$ cat src/sctc_pkg.sv
package sctc_pkg;

	// Width of the internal line and column counters; the ports carry 16 bits.
	localparam int POS_W = 16;
	localparam int OUT_POS_W = 16;

	// Depth of the result queue.
	localparam int QUEUE_DEPTH = 4;
	localparam int QUEUE_AW = $clog2(QUEUE_DEPTH);

	// Character codes used by the classifier.
	localparam logic [7:0] CH_LF     = 8'h0A;
	localparam logic [7:0] CH_CR     = 8'h0D;
	localparam logic [7:0] CH_TAB    = 8'h09;
	localparam logic [7:0] CH_SPACE  = 8'h20;
	localparam logic [7:0] CH_DQUOTE = 8'h22;
	localparam logic [7:0] CH_SQUOTE = 8'h27;
	localparam logic [7:0] CH_SLASH  = 8'h2F;
	localparam logic [7:0] CH_UNDER  = 8'h5F;
	localparam logic [7:0] CH_CARET  = 8'h5E;
	localparam logic [7:0] CH_COMMA  = 8'h2C;
	localparam logic [7:0] CH_DOT    = 8'h2E;
	localparam logic [7:0] CH_PLUS   = 8'h2B;
	localparam logic [7:0] CH_MINUS  = 8'h2D;
	localparam logic [7:0] CH_STAR   = 8'h2A;
	localparam logic [7:0] CH_PCT    = 8'h25;
	localparam logic [7:0] CH_EQ     = 8'h3D;
	localparam logic [7:0] CH_BANG   = 8'h21;
	localparam logic [7:0] CH_AMP    = 8'h26;
	localparam logic [7:0] CH_BAR    = 8'h7C;
	localparam logic [7:0] CH_LT     = 8'h3C;
	localparam logic [7:0] CH_GT     = 8'h3E;
	localparam logic [7:0] CH_LPAR   = 8'h28;
	localparam logic [7:0] CH_RPAR   = 8'h29;
	localparam logic [7:0] CH_LBRACE = 8'h7B;
	localparam logic [7:0] CH_RBRACE = 8'h7D;
	localparam logic [7:0] CH_SEMI   = 8'h3B;
	localparam logic [7:0] CH_COLON  = 8'h3A;
	localparam logic [7:0] CH_0      = 8'h30;
	localparam logic [7:0] CH_9      = 8'h39;
	localparam logic [7:0] CH_UA     = 8'h41;
	localparam logic [7:0] CH_UZ     = 8'h5A;
	localparam logic [7:0] CH_LA     = 8'h61;
	localparam logic [7:0] CH_LZ     = 8'h7A;
	localparam logic [7:0] CH_UE     = 8'h45;
	localparam logic [7:0] CH_LE     = 8'h65;

	// Item types.
	localparam logic FUNC_BYTE = 1'b0;
	localparam logic FUNC_END  = 1'b1;

	typedef enum logic [3:0] {
		K_SPACE   = 4'd0,
		K_COMMENT = 4'd1,
		K_IDENT   = 4'd2,
		K_NUMBER  = 4'd3,
		K_QUOTE   = 4'd4,
		K_STRING  = 4'd5,
		K_OPER    = 4'd6,
		K_SEP     = 4'd7,
		K_UNKNOWN = 4'd8,
		K_EOF     = 4'd9
	} kind_t;

	typedef enum logic [3:0] {
		M_IDLE    = 4'd0,
		M_COMMENT = 4'd1,
		M_IDENT   = 4'd2,
		M_INT     = 4'd3,
		M_FRAC    = 4'd4,
		M_EXP     = 4'd5,
		M_EXPDIG  = 4'd6,
		M_STRING  = 4'd7,
		M_OPFIRST = 4'd8
	} mode_t;

	// One result item.
	typedef struct packed {
		logic [7:0]           out_byte;
		kind_t                kind;
		logic                 starts_token;
		logic [OUT_POS_W-1:0] line_number;
		logic [OUT_POS_W-1:0] column_number;
		logic                 is_last;
	} item_t;

	// Outcome of classifying one byte.
	typedef struct packed {
		kind_t kind;
		logic  start;
		mode_t mode;
		logic  load_quote;
		logic  load_first;
	} cls_t;

	function automatic logic is_letter(input logic [7:0] b);
		return (b >= CH_UA && b <= CH_UZ) || (b >= CH_LA && b <= CH_LZ) || b == CH_UNDER;
	endfunction

	function automatic logic is_digit(input logic [7:0] b);
		return b >= CH_0 && b <= CH_9;
	endfunction

	function automatic logic is_exp_mark(input logic [7:0] b);
		return b == CH_LE || b == CH_UE || b == CH_CARET;
	endfunction

	function automatic logic pairs(input logic [7:0] f, input logic [7:0] b);
		if (b == CH_EQ)
			return f == CH_EQ || f == CH_BANG || f == CH_LT || f == CH_GT;
		return (f == CH_AMP && b == CH_AMP) || (f == CH_BAR && b == CH_BAR);
	endfunction

	// Label a byte that begins fresh, between tokens.
	function automatic cls_t fresh(input logic [7:0] b, input logic la_valid,
		input logic [7:0] la);
		cls_t r;
		r = '{kind: K_UNKNOWN, start: 1'b1, mode: M_IDLE, load_quote: 1'b0,
			load_first: 1'b0};
		if (b == CH_SPACE || b == CH_CR || b == CH_TAB || b == CH_LF) begin
			r.kind = K_SPACE;
			r.start = 1'b0;
		end else if (b == CH_SLASH && la_valid && la == CH_SLASH) begin
			r.kind = K_COMMENT;
			r.start = 1'b0;
			r.mode = M_COMMENT;
		end else if (is_letter(b)) begin
			r.kind = K_IDENT;
			r.mode = M_IDENT;
		end else if (is_digit(b)) begin
			r.kind = K_NUMBER;
			r.mode = M_INT;
		end else if (b == CH_DQUOTE || b == CH_SQUOTE) begin
			r.kind = K_QUOTE;
			r.mode = M_STRING;
			r.load_quote = 1'b1;
		end else if (b == CH_EQ || b == CH_BANG || b == CH_AMP || b == CH_BAR ||
			b == CH_LT || b == CH_GT) begin
			r.kind = K_OPER;
			r.mode = M_OPFIRST;
			r.load_first = 1'b1;
		end else if (b == CH_PLUS || b == CH_MINUS || b == CH_STAR || b == CH_SLASH ||
			b == CH_PCT) begin
			r.kind = K_OPER;
		end else if (b == CH_LPAR || b == CH_RPAR || b == CH_LBRACE || b == CH_RBRACE ||
			b == CH_COMMA || b == CH_SEMI || b == CH_COLON || b == CH_DOT) begin
			r.kind = K_SEP;
		end
		return r;
	endfunction

	// Continue the current token if the byte fits it, else label it fresh.
	function automatic cls_t classify(input mode_t mode, input logic [7:0] quote_char,
		input logic [7:0] first_op, input logic [7:0] b, input logic la_valid,
		input logic [7:0] la);
		cls_t r;
		r = fresh(b, la_valid, la);
		case (mode)
			M_COMMENT: begin
				if (b != CH_LF)
					r = '{kind: K_COMMENT, start: 1'b0, mode: M_COMMENT,
						load_quote: 1'b0, load_first: 1'b0};
			end
			M_IDENT: begin
				if (is_letter(b) || is_digit(b))
					r = '{kind: K_IDENT, start: 1'b0, mode: M_IDENT,
						load_quote: 1'b0, load_first: 1'b0};
			end
			M_INT: begin
				if (is_digit(b))
					r = '{kind: K_NUMBER, start: 1'b0, mode: M_INT,
						load_quote: 1'b0, load_first: 1'b0};
				else if (b == CH_DOT || b == CH_COMMA)
					r = '{kind: K_NUMBER, start: 1'b0, mode: M_FRAC,
						load_quote: 1'b0, load_first: 1'b0};
				else if (is_exp_mark(b))
					r = '{kind: K_NUMBER, start: 1'b0, mode: M_EXP,
						load_quote: 1'b0, load_first: 1'b0};
			end
			M_FRAC: begin
				if (is_digit(b))
					r = '{kind: K_NUMBER, start: 1'b0, mode: M_FRAC,
						load_quote: 1'b0, load_first: 1'b0};
				else if (is_exp_mark(b))
					r = '{kind: K_NUMBER, start: 1'b0, mode: M_EXP,
						load_quote: 1'b0, load_first: 1'b0};
			end
			M_EXP: begin
				if (b == CH_PLUS || b == CH_MINUS || is_digit(b))
					r = '{kind: K_NUMBER, start: 1'b0, mode: M_EXPDIG,
						load_quote: 1'b0, load_first: 1'b0};
			end
			M_EXPDIG: begin
				if (is_digit(b))
					r = '{kind: K_NUMBER, start: 1'b0, mode: M_EXPDIG,
						load_quote: 1'b0, load_first: 1'b0};
			end
			M_STRING: begin
				if (b == quote_char)
					r = '{kind: K_QUOTE, start: 1'b0, mode: M_IDLE,
						load_quote: 1'b0, load_first: 1'b0};
				else
					r = '{kind: K_STRING, start: 1'b0, mode: M_STRING,
						load_quote: 1'b0, load_first: 1'b0};
			end
			M_OPFIRST: begin
				if (pairs(first_op, b))
					r = '{kind: K_OPER, start: 1'b0, mode: M_IDLE,
						load_quote: 1'b0, load_first: 1'b0};
			end
			default: begin
				r = fresh(b, la_valid, la);
			end
		endcase
		return r;
	endfunction

endpackage

$ cat src/source_char_token_classifier_unit.sv
// Source text tokenizer front end. Each accepted item is either a source byte
// (func 0) or the end of the text (func 1). A byte is labeled when the next
// item arrives, since a '/' needs one byte of lookahead, so a byte item gives
// the label of the previous byte and an end item gives the last byte's label
// followed by an end-of-file mark with is_last set; the scanner then starts
// over at line 1, column 1. An item is taken every clock cycle unless input
// stalls: it is registered, and a byte is classified as the next item leaves
// that register; its labels go into a four-entry result queue that is drained
// one item per cycle while out_ready is high. Input stalls only when that queue
// holds more than two results. Line and column counters saturate at 65535.
module source_char_token_classifier_unit (
	input  logic                           clk,
	input  logic                           arst_n,
	input  logic                           in_valid,
	output logic                           in_ready,
	input  logic                           func,
	input  logic [7:0]                     char_byte,
	output logic                           out_valid,
	input  logic                           out_ready,
	output logic [7:0]                     out_byte,
	output logic [3:0]                     kind,
	output logic                           starts_token,
	output logic [sctc_pkg::OUT_POS_W-1:0] line_number,
	output logic [sctc_pkg::OUT_POS_W-1:0] column_number,
	output logic                           is_last
);
	import sctc_pkg::*;

	logic       valid_s1;
	logic       func_s1;
	logic [7:0] byte_s1;
	logic       go;
	logic       room;
	logic       res_a_valid;
	logic       res_b_valid;
	item_t      res_a;
	item_t      res_b;
	item_t      head;

	assign go       = valid_s1 && room;
	assign in_ready = !valid_s1 || go;

	// Hold the accepted item until the core takes it.
	always_ff @(posedge clk or negedge arst_n) begin
		if (!arst_n) begin
			valid_s1 <= 1'b0;
		end else if (in_ready) begin
			valid_s1 <= in_valid;
		end
	end

	always_ff @(posedge clk) begin
		if (in_ready && in_valid) begin
			func_s1 <= func;
			byte_s1 <= char_byte;
		end
	end

	sctc_core u_core (
		.clk         (clk),
		.arst_n      (arst_n),
		.go          (go),
		.func        (func_s1),
		.char_byte   (byte_s1),
		.res_a_valid (res_a_valid),
		.res_a       (res_a),
		.res_b_valid (res_b_valid),
		.res_b       (res_b)
	);

	sctc_out_queue u_queue (
		.clk       (clk),
		.arst_n    (arst_n),
		.wr_a      (res_a_valid),
		.item_a    (res_a),
		.wr_b      (res_b_valid),
		.item_b    (res_b),
		.pop       (out_ready),
		.not_empty (out_valid),
		.room      (room),
		.head      (head)
	);

	assign out_byte      = head.out_byte;
	assign kind          = head.kind;
	assign starts_token  = head.starts_token;
	assign line_number   = head.line_number;
	assign column_number = head.column_number;
	assign is_last       = head.is_last;

endmodule

$ cat src/sctc_core.sv
module sctc_core (
	input  logic             clk,
	input  logic             arst_n,
	input  logic             go,
	input  logic             func,
	input  logic [7:0]       char_byte,
	output logic             res_a_valid,
	output sctc_pkg::item_t  res_a,
	output logic             res_b_valid,
	output sctc_pkg::item_t  res_b
);
	import sctc_pkg::*;

	mode_t            mode_q;
	logic [7:0]       pend_byte_q;
	logic             pend_valid_q;
	logic [POS_W-1:0] pend_line_q;
	logic [POS_W-1:0] pend_col_q;
	logic [POS_W-1:0] line_q;
	logic [POS_W-1:0] col_q;
	logic [7:0]       quote_q;
	logic [7:0]       first_op_q;

	cls_t  cls;
	item_t eof_item;
	item_t byte_item;

	// Label the held byte, looking ahead at the incoming byte.
	assign cls = classify(mode_q, quote_q, first_op_q, pend_byte_q,
		func == FUNC_BYTE, char_byte);

	always_comb begin
		byte_item = '{out_byte: pend_byte_q, kind: cls.kind, starts_token: cls.start,
			line_number: OUT_POS_W'(pend_line_q), column_number: OUT_POS_W'(pend_col_q),
			is_last: 1'b0};
		eof_item = '{out_byte: 8'h00, kind: K_EOF, starts_token: 1'b1,
			line_number: OUT_POS_W'(line_q), column_number: OUT_POS_W'(col_q),
			is_last: 1'b1};
	end

	// Order results: held byte first, then the end-of-file mark.
	always_comb begin
		res_a_valid = go && (pend_valid_q || func == FUNC_END);
		res_a       = pend_valid_q ? byte_item : eof_item;
		res_b_valid = go && pend_valid_q && func == FUNC_END;
		res_b       = eof_item;
	end

	// Advance the scanner state, or clear it after the end item.
	always_ff @(posedge clk or negedge arst_n) begin
		if (!arst_n) begin
			mode_q       <= M_IDLE;
			pend_byte_q  <= 8'h00;
			pend_valid_q <= 1'b0;
			pend_line_q  <= POS_W'(1);
			pend_col_q   <= POS_W'(1);
			line_q       <= POS_W'(1);
			col_q        <= POS_W'(1);
			quote_q      <= 8'h00;
			first_op_q   <= 8'h00;
		end else if (go) begin
			if (func == FUNC_END) begin
				mode_q       <= M_IDLE;
				pend_byte_q  <= 8'h00;
				pend_valid_q <= 1'b0;
				pend_line_q  <= POS_W'(1);
				pend_col_q   <= POS_W'(1);
				line_q       <= POS_W'(1);
				col_q        <= POS_W'(1);
				quote_q      <= 8'h00;
				first_op_q   <= 8'h00;
			end else begin
				if (pend_valid_q) begin
					mode_q <= cls.mode;
					if (cls.load_quote)
						quote_q <= pend_byte_q;
					if (cls.load_first)
						first_op_q <= pend_byte_q;
				end
				pend_byte_q  <= char_byte;
				pend_valid_q <= 1'b1;
				pend_line_q  <= line_q;
				pend_col_q   <= col_q;
				// Saturate the position counters.
				if (char_byte == CH_LF) begin
					if (line_q != {POS_W{1'b1}})
						line_q <= line_q + 1'b1;
					col_q <= POS_W'(1);
				end else if (col_q != {POS_W{1'b1}}) begin
					col_q <= col_q + 1'b1;
				end
			end
		end
	end

endmodule

$ cat src/sctc_out_queue.sv
module sctc_out_queue (
	input  logic            clk,
	input  logic            arst_n,
	input  logic            wr_a,
	input  sctc_pkg::item_t item_a,
	input  logic            wr_b,
	input  sctc_pkg::item_t item_b,
	input  logic            pop,
	output logic            not_empty,
	output logic            room,
	output sctc_pkg::item_t head
);
	import sctc_pkg::*;

	item_t                mem_q [QUEUE_DEPTH];
	logic [QUEUE_AW-1:0]  wr_ptr_q;
	logic [QUEUE_AW-1:0]  rd_ptr_q;
	logic [QUEUE_AW:0]    cnt_q;
	logic [QUEUE_AW-1:0]  wr_next;
	logic [QUEUE_AW:0]    n_wr;
	logic                 do_pop;

	assign not_empty = cnt_q != '0;
	// Leave space for the two results an end item may bring.
	assign room      = cnt_q <= (QUEUE_AW+1)'(QUEUE_DEPTH - 2);
	assign head      = mem_q[rd_ptr_q];
	assign do_pop    = pop && not_empty;
	assign wr_next   = wr_ptr_q + 1'b1;
	assign n_wr      = (QUEUE_AW+1)'(wr_a) + (QUEUE_AW+1)'(wr_b);

	// Write up to two items, packed in order.
	always_ff @(posedge clk) begin
		if (wr_a)
			mem_q[wr_ptr_q] <= item_a;
		if (wr_b)
			mem_q[wr_a ? wr_next : wr_ptr_q] <= item_b;
	end

	// Track pointers and fill level.
	always_ff @(posedge clk or negedge arst_n) begin
		if (!arst_n) begin
			wr_ptr_q <= '0;
			rd_ptr_q <= '0;
			cnt_q    <= '0;
		end else begin
			wr_ptr_q <= wr_ptr_q + QUEUE_AW'(n_wr);
			if (do_pop)
				rd_ptr_q <= rd_ptr_q + 1'b1;
			cnt_q <= cnt_q + n_wr - (QUEUE_AW+1)'(do_pop);
		end
	end

endmodule

$ cat config.mk
export PLATFORM = sky130hd
export DESIGN_NAME = source_char_token_classifier_unit
export DESIGN_NICKNAME = d
export VERILOG_FILES = /design/src/sctc_pkg.sv /design/src/source_char_token_classifier_unit.sv /design/src/sctc_core.sv /design/src/sctc_out_queue.sv
export SDC_FILE = /design/constraint.sdc
export NUM_CORES = 1
export LEC_CHECK = 0
export BUFFER_PORTS_ARGS = -buffer_cell sky130_fd_sc_hd__buf_2
export CAP_MARGIN = 20
export CORE_MARGIN = 4
export CORE_UTILIZATION = 40
export CTS_BUF_LIST = sky130_fd_sc_hd__clkbuf_8
export DETAILED_ROUTE_END_ITERATION = 10
export HOLD_SLACK_MARGIN = 0.08
export PLACE_DENSITY = 0.55
export SLEW_MARGIN = 15
export SYNTH_ARGS = -nofsm -noshare
export SYNTH_HDL_FRONTEND = slang
export SYNTH_SLANG_ARGS = --single-unit
$ cat constraint.sdc
create_clock -name clk -period 4.08 [get_ports clk]
set_clock_uncertainty 0.2 [all_clocks]
set_input_delay 0.408 -clock clk [delete_from_list [all_inputs] [get_ports clk]]
set_output_delay 0.408 -clock clk [all_outputs]
set_load 0.03 [all_outputs]
* Word level (Yosys, flattened, before mapping)
Memories as Yosys holds them, arrays and structs flattened. Cells that the tools add are included.
Word-level totals: bits in registers 110, bits in writable memories 184, word-level logic and storage cells 201, memories 1
Memories:
- u_queue.mem_q | words 4, width 46, read ports 1, clocked after Yosys merged registers in 0, wr ports 2, line sctc_out_queue.sv:15 | item_t mem_q [QUEUE_DEPTH];
Cells by class: add/subtract/negate cells 8, $lt $le $gt $ge 7, equality and inequality tests 49, mux-type cells 61, bitwise logic cells 1, reductions and logical operators 59
Operators with widths (count):
- $eq 8x6->1 const B | 25
- $mux 16 | 8
- $mux 11 | 9
- $pmux 11 s8 | 1
- $eq 8x7->1 const B | 8
- $mux 8 | 8
- $mux 4 | 14
- $mux 46 | 1
- $logic_or 1x1->1 | 33
- $add 16x1->16 const B | 2
- $eq 8x4->1 const B | 4
- $ne 16x16->1 const B | 2
- $eq 4x3->1 const B | 4
- $ge 8x7->1 const B | 2
- $le 8x7->1 const B | 2
- $mux 1 | 14
- $logic_and 1x1->1 | 13
- $reduce_bool 2->1 | 5
- $reduce_and 3->1 | 3
- $eq 4x2->1 const B | 2
- $eq 8x8->1 | 1
- $ge 8x6->1 const B | 1
- $le 8x6->1 const B | 1
- $mux 2 | 4
- 15 further kinds | 18

* Depth between registers and ports, before layout
depth after elaboration 23, depth in mapped cells 11, depth with buffers taken out 10

* Cells and area by module
A second synthesis with hierarchy kept.
Second synthesis, totals: cells, all modules 1180, area, all modules 15866.5 sq um
Modules (own cells, without submodules):
- sctc_out_queue | times used 1, cells an instance 498, area each 9479.1 sq um
- sctc_core | times used 1, cells an instance 668, area each 6057.1 sq um
- source_char_token_classifier_unit | times used 1, cells an instance 14, area each 330.3 sq um

* Worst setup path after synthesis
OpenSTA, ideal clock, no wires.
kind register to register, start reg u_queue.cnt_q[1], end reg u_queue.cnt_q[2], library setup time 0.123 ns, data arrival time 2.433 ns, path slack 1.324 ns, stages on the path, launching flop included 12, path buffers 1, clock period less this slack 2.756 ns, cells stage by stage dfrtp_1 -> a21oi_1 -> and2_1 -> buf_2 -> o21ai_1 -> inv_1 -> ha_1 -> inv_1 -> ha_1 -> fa_1 -> xor2_1 -> xnor2_1
On the way: elaborated cells between the ends (all ways) 10, classes of those cells 3 x add/sub; 1 x order compare; 6 x reduce/logical
RTL lines:
- start: declaration | line sctc_out_queue.sv:18 | logic [QUEUE_AW:0] cnt_q;
- start signal: assignment | line sctc_out_queue.sv:49 | cnt_q <= cnt_q + n_wr - (QUEUE_AW+1)'(do_pop);
- $le 3x2->1 | line sctc_out_queue.sv:25 | assign room = cnt_q <= (QUEUE_AW+1)'(QUEUE_DEPTH - 2);
- $logic_and 1x1->1 | line source_char_token_classifier_unit.sv:40 | assign go = valid_s1 && room;
- $logic_and 1x1->1 | line sctc_core.sv:43 | res_a_valid = go && (pend_valid_q || func == FUNC_END);
- named net res_a_valid | line source_char_token_classifier_unit.sv:34 | logic res_a_valid;
- $add 1x1->2 | line sctc_out_queue.sv:29 | assign n_wr = (QUEUE_AW+1)'(wr_a) + (QUEUE_AW+1)'(wr_b);
- $add 3x3->3 | line sctc_out_queue.sv:49
- $sub 3x1->3 | line sctc_out_queue.sv:49
The timed path passes the listed nets, and every way through them passes these cells. A chain may end at the register's enable or synchronous reset.

==> qor.yml <==
setup_path:
  end_kind: "flop"
  required_ns: 4.35
  start_kind: "flop"
  critPathKind: "reg2reg"
  path_max_fanout: 33
  cp.arrival_ns: 3.44
placement:
  portBuffers: 60
  place_ws_ns: 0.917
  placed_area_um2: 15000
  place_hpwl_mm: 24.3
  dp.cells: 1688
  gp_congestion: 0.840
routing:
  route.detailed.drc: 0
  firstDrtPassIters: 5
  vias: 10321
  via_per_inst: 5.75
  drt_iter0_markers: 824
  routed_wl_mm: 39.6
  wl_per_cell_um: 22.0
  ant_nets: 0
clock_network:
  clk_pin_slew_ns: 0.06
  insertion_delay_ns: 0.61
  root_buffer: "clkbuf_8"
  cts_setup_buffers: 0
  cts.sinks: 294
  cts_buffers: 51
  cts_resized: 0
  cts_tree: "built"
  h-tree-depth: 2
  clock_path_buffers: 3
  ctsHoldBuffers: 12
synth:
  syn_inst: 1246
  synth.cell_area_um2: 14200
  yosys.area.top_type: "edfxtp_1"
  synth_cell_types: 79
  synth_warnings: 0
  ys_async_sr_fraction_pct: 34.4
  synth_ff_type: "edfxtp_1"
  syn_nets: 1271
  yosys_register_bits: 294
  ys_top_cells_by_area: "edfxtp_1 29%, dfrtp_1 17%, a22o_1 8.1%, dfxtp_1 7.9%, mux4_2 7.3%"
  synth_edf_count: 137
  ys_seq_area_share_pct: 54.5
  yosys.area.top_type_share_pct: 28.9
  avgSynthCellArea_um2: 11.4
global_routing:
  grt_pass1_vias: 10509
  grt_pass1_wl_mm: 61.4
  globalRouteTotalUtil_pct: 20.3
  grt_max_degree: 38
  antenna_found_initial: 0
  overflow: 0
flow_run:
  maxCapViolCount: 0
power:
  p_leak_uw: 0.00614
  ir_worst_vdd_mv: 0.413
  p_sw_share_pct: 41.5
  pwr-share-clk_pct: 21.0
  pwr_density_cell_nw_per_um2: 726
  switchingPower_uw: 4830
  p_int_uw: 6800
  seqPwrFrac_pct: 40.4
  power_frac_comb_pct: 38.6
sta:
  whs_ns: 0.123
  slew_headroom_pct: 36.2
  tns_ns: 0
  tightestPinTransition_ns: 0.943
  rsz0062_at_grt: "false"
  period_minus_slack_ns: 3.18
  hold_violations: 0
  maxSlewViolCount: 0
  fin_crit_sh_pct: 77.9
  setup_slack_ns: 0.903
  fmax_mhz: 315
  final-setup-viol-count: 0
floorplan:
  core_area_um2: 34800
  rows: 68
  ios: 61
  die_y_um: 197
  die_area_um2: 38700
  start_util_pct: 40.9
  die_width_um: 197
finish:
  n_antenna_cell: 0
  syn2layout_area_growth_pct: 12.5
  fillers: 3250
  final_area_um2: 16000
  multi_input_area_um2: 5950
  final_nets: 1323
  final_cells: 1795
  seq_area_um2: 7770
  drive_above_1_share_pct: 17.8
run_status:
  status: "finished clean"
min_path:
  min_path_type: "in2async"
cells in the final DEF (no fill, tap or decap), types with 24 or more instances in the layout:
cell type	synthesis	layout
nand2_1	156	155
buf_4	1	33
nor2_1	56	52
inv_1	30	61
dfxtp_1	56	56
clkbuf_8	0	54
dfrtp_1	97	95
nand3_1	24	24
a22o_1	132	132
buf_2	20	59
mux4_2	46	46
nand2b_1	34	34
o21ai_0	94	94
edfxtp_1	137	137
path summary, 6_finish.rpt:
kind                                      start  slack (ns)  cells past startpoint                    end
setup / recovery               u_queue.cnt_q[1]        0.90                      9   u_queue.mem_q[0][10]
hold / removal                           arst_n        0.12                      2  u_core.pend_line_q[9]
setup reg to reg               u_queue.cnt_q[1]        0.90                      9   u_queue.mem_q[0][10]
hold reg to reg            u_queue.mem_q[3][44]        0.25                      2   u_queue.mem_q[3][44]
max in group asynchronous                arst_n        2.62                      3   u_core.pend_col_q[0]
min in group clk           u_queue.mem_q[3][44]        0.25                      2   u_queue.mem_q[3][44]
metal layers:
| metal | track usage, % | up-vias | wire (um) |
|---|---|---|---|
| met1 | 26.4 | 5175 | 16900 |
| met5 | 0 | - | 0 |
| met3 | 3.30 | 64 | 2080 |
| li1 | - | 4763 | - |
| met2 | 34.8 | 319 | 19600 |
| met4 | 6.83 | 0 | 1040 |
critical path, cell delays in order (launching register included):
cell and delay, ns:
dfrtp_1 0.40, a21oi_1 0.36, and2_1 0.20, o21ai_1 0.07, buf_4 0.18, inv_1 0.21
nand3_1 0.47, nor2_2 0.21, buf_4 0.48, a22o_1 0.25
power by group through the flow:
| stage | logic, uW | clock network, uW | registers [uW] |
|---|---|---|---|
| 3_5_place_dp | 4520 | 0 | 4750 |
| 6_report | 4480 | 2440 | 4700 |
| 2_1_floorplan | 3380 | 0 | 4300 |
| 5_1_grt | 4850 | 2650 | 4800 |
| 4_1_cts | 4550 | 2510 | 4700 |
| 3_3_place_gp | 4480 | 0 | 4720 |
registers in the layout (all words and copies together) (netlist names):
register,cells
u_core.first_op_q,8
byte_s1,8
func_s1,1
u_core.pend_byte_q,8
u_queue.cnt_q,3
u_core.line_q,16
u_core.pend_valid_q,1
u_queue.mem_q,184
u_core.mode_q,4
u_queue.wr_ptr_q,2
u_core.col_q,16
valid_s1,1
u_core.quote_q,8
u_queue.rd_ptr_q,2
u_core.pend_line_q,16
u_core.pend_col_q,16
metrics by stage:
| step | power, uW | utilization [%] |
|---|---|---|
| 2_1_floorplan | 7680 | - |
| 3_3_place_gp | 9210 | 43.1 |
| 3_5_place_dp | 9270 | 43.1 |
| 4_1_cts | 11800 | 46.1 |
| 5_1_grt | 12300 | 46.1 |
| 6_report | 11600 | 46.1 |
layout make-up:
cell class	count	share of cell area (%)
sequential	294	48.5
multi-input combinational	815	37.1
clock buffer	54	4.64
timing repair buffer	106	4.39
tap	455	3.55
clock inverter	41	1.11
inverter	30	0.702
logic make-up (layout without fill, tap and decap cells):
kind of cell	after synthesis	after routing	synth area share (%)
AND/OR/NAND/NOR	388	388	13.6
AO/OA/AOI/OAI	331	331	17.3
flip-flops	294	294	54.5
buffers and inverters	137	231	3.92
multiplexers	48	48	7.42
XOR/XNOR	36	36	2.21
adder cells (fa/ha/maj)	12	12	1.11
synthesized netlist by cell type, types with 20 or more instances:
library cell / number
xnor2_1: 22
a21oi_1: 20
mux4_2: 46
inv_1: 30
dfxtp_1: 56
edfxtp_1: 137
a22o_1: 132
nand2b_1: 34
nand2_1: 156
dfrtp_1: 97
clkbuf_1: 73
nand3_1: 24
nor2_1: 56
buf_2: 20
o21ai_0: 94
Note: power is estimated with default switching activity, not from simulation.
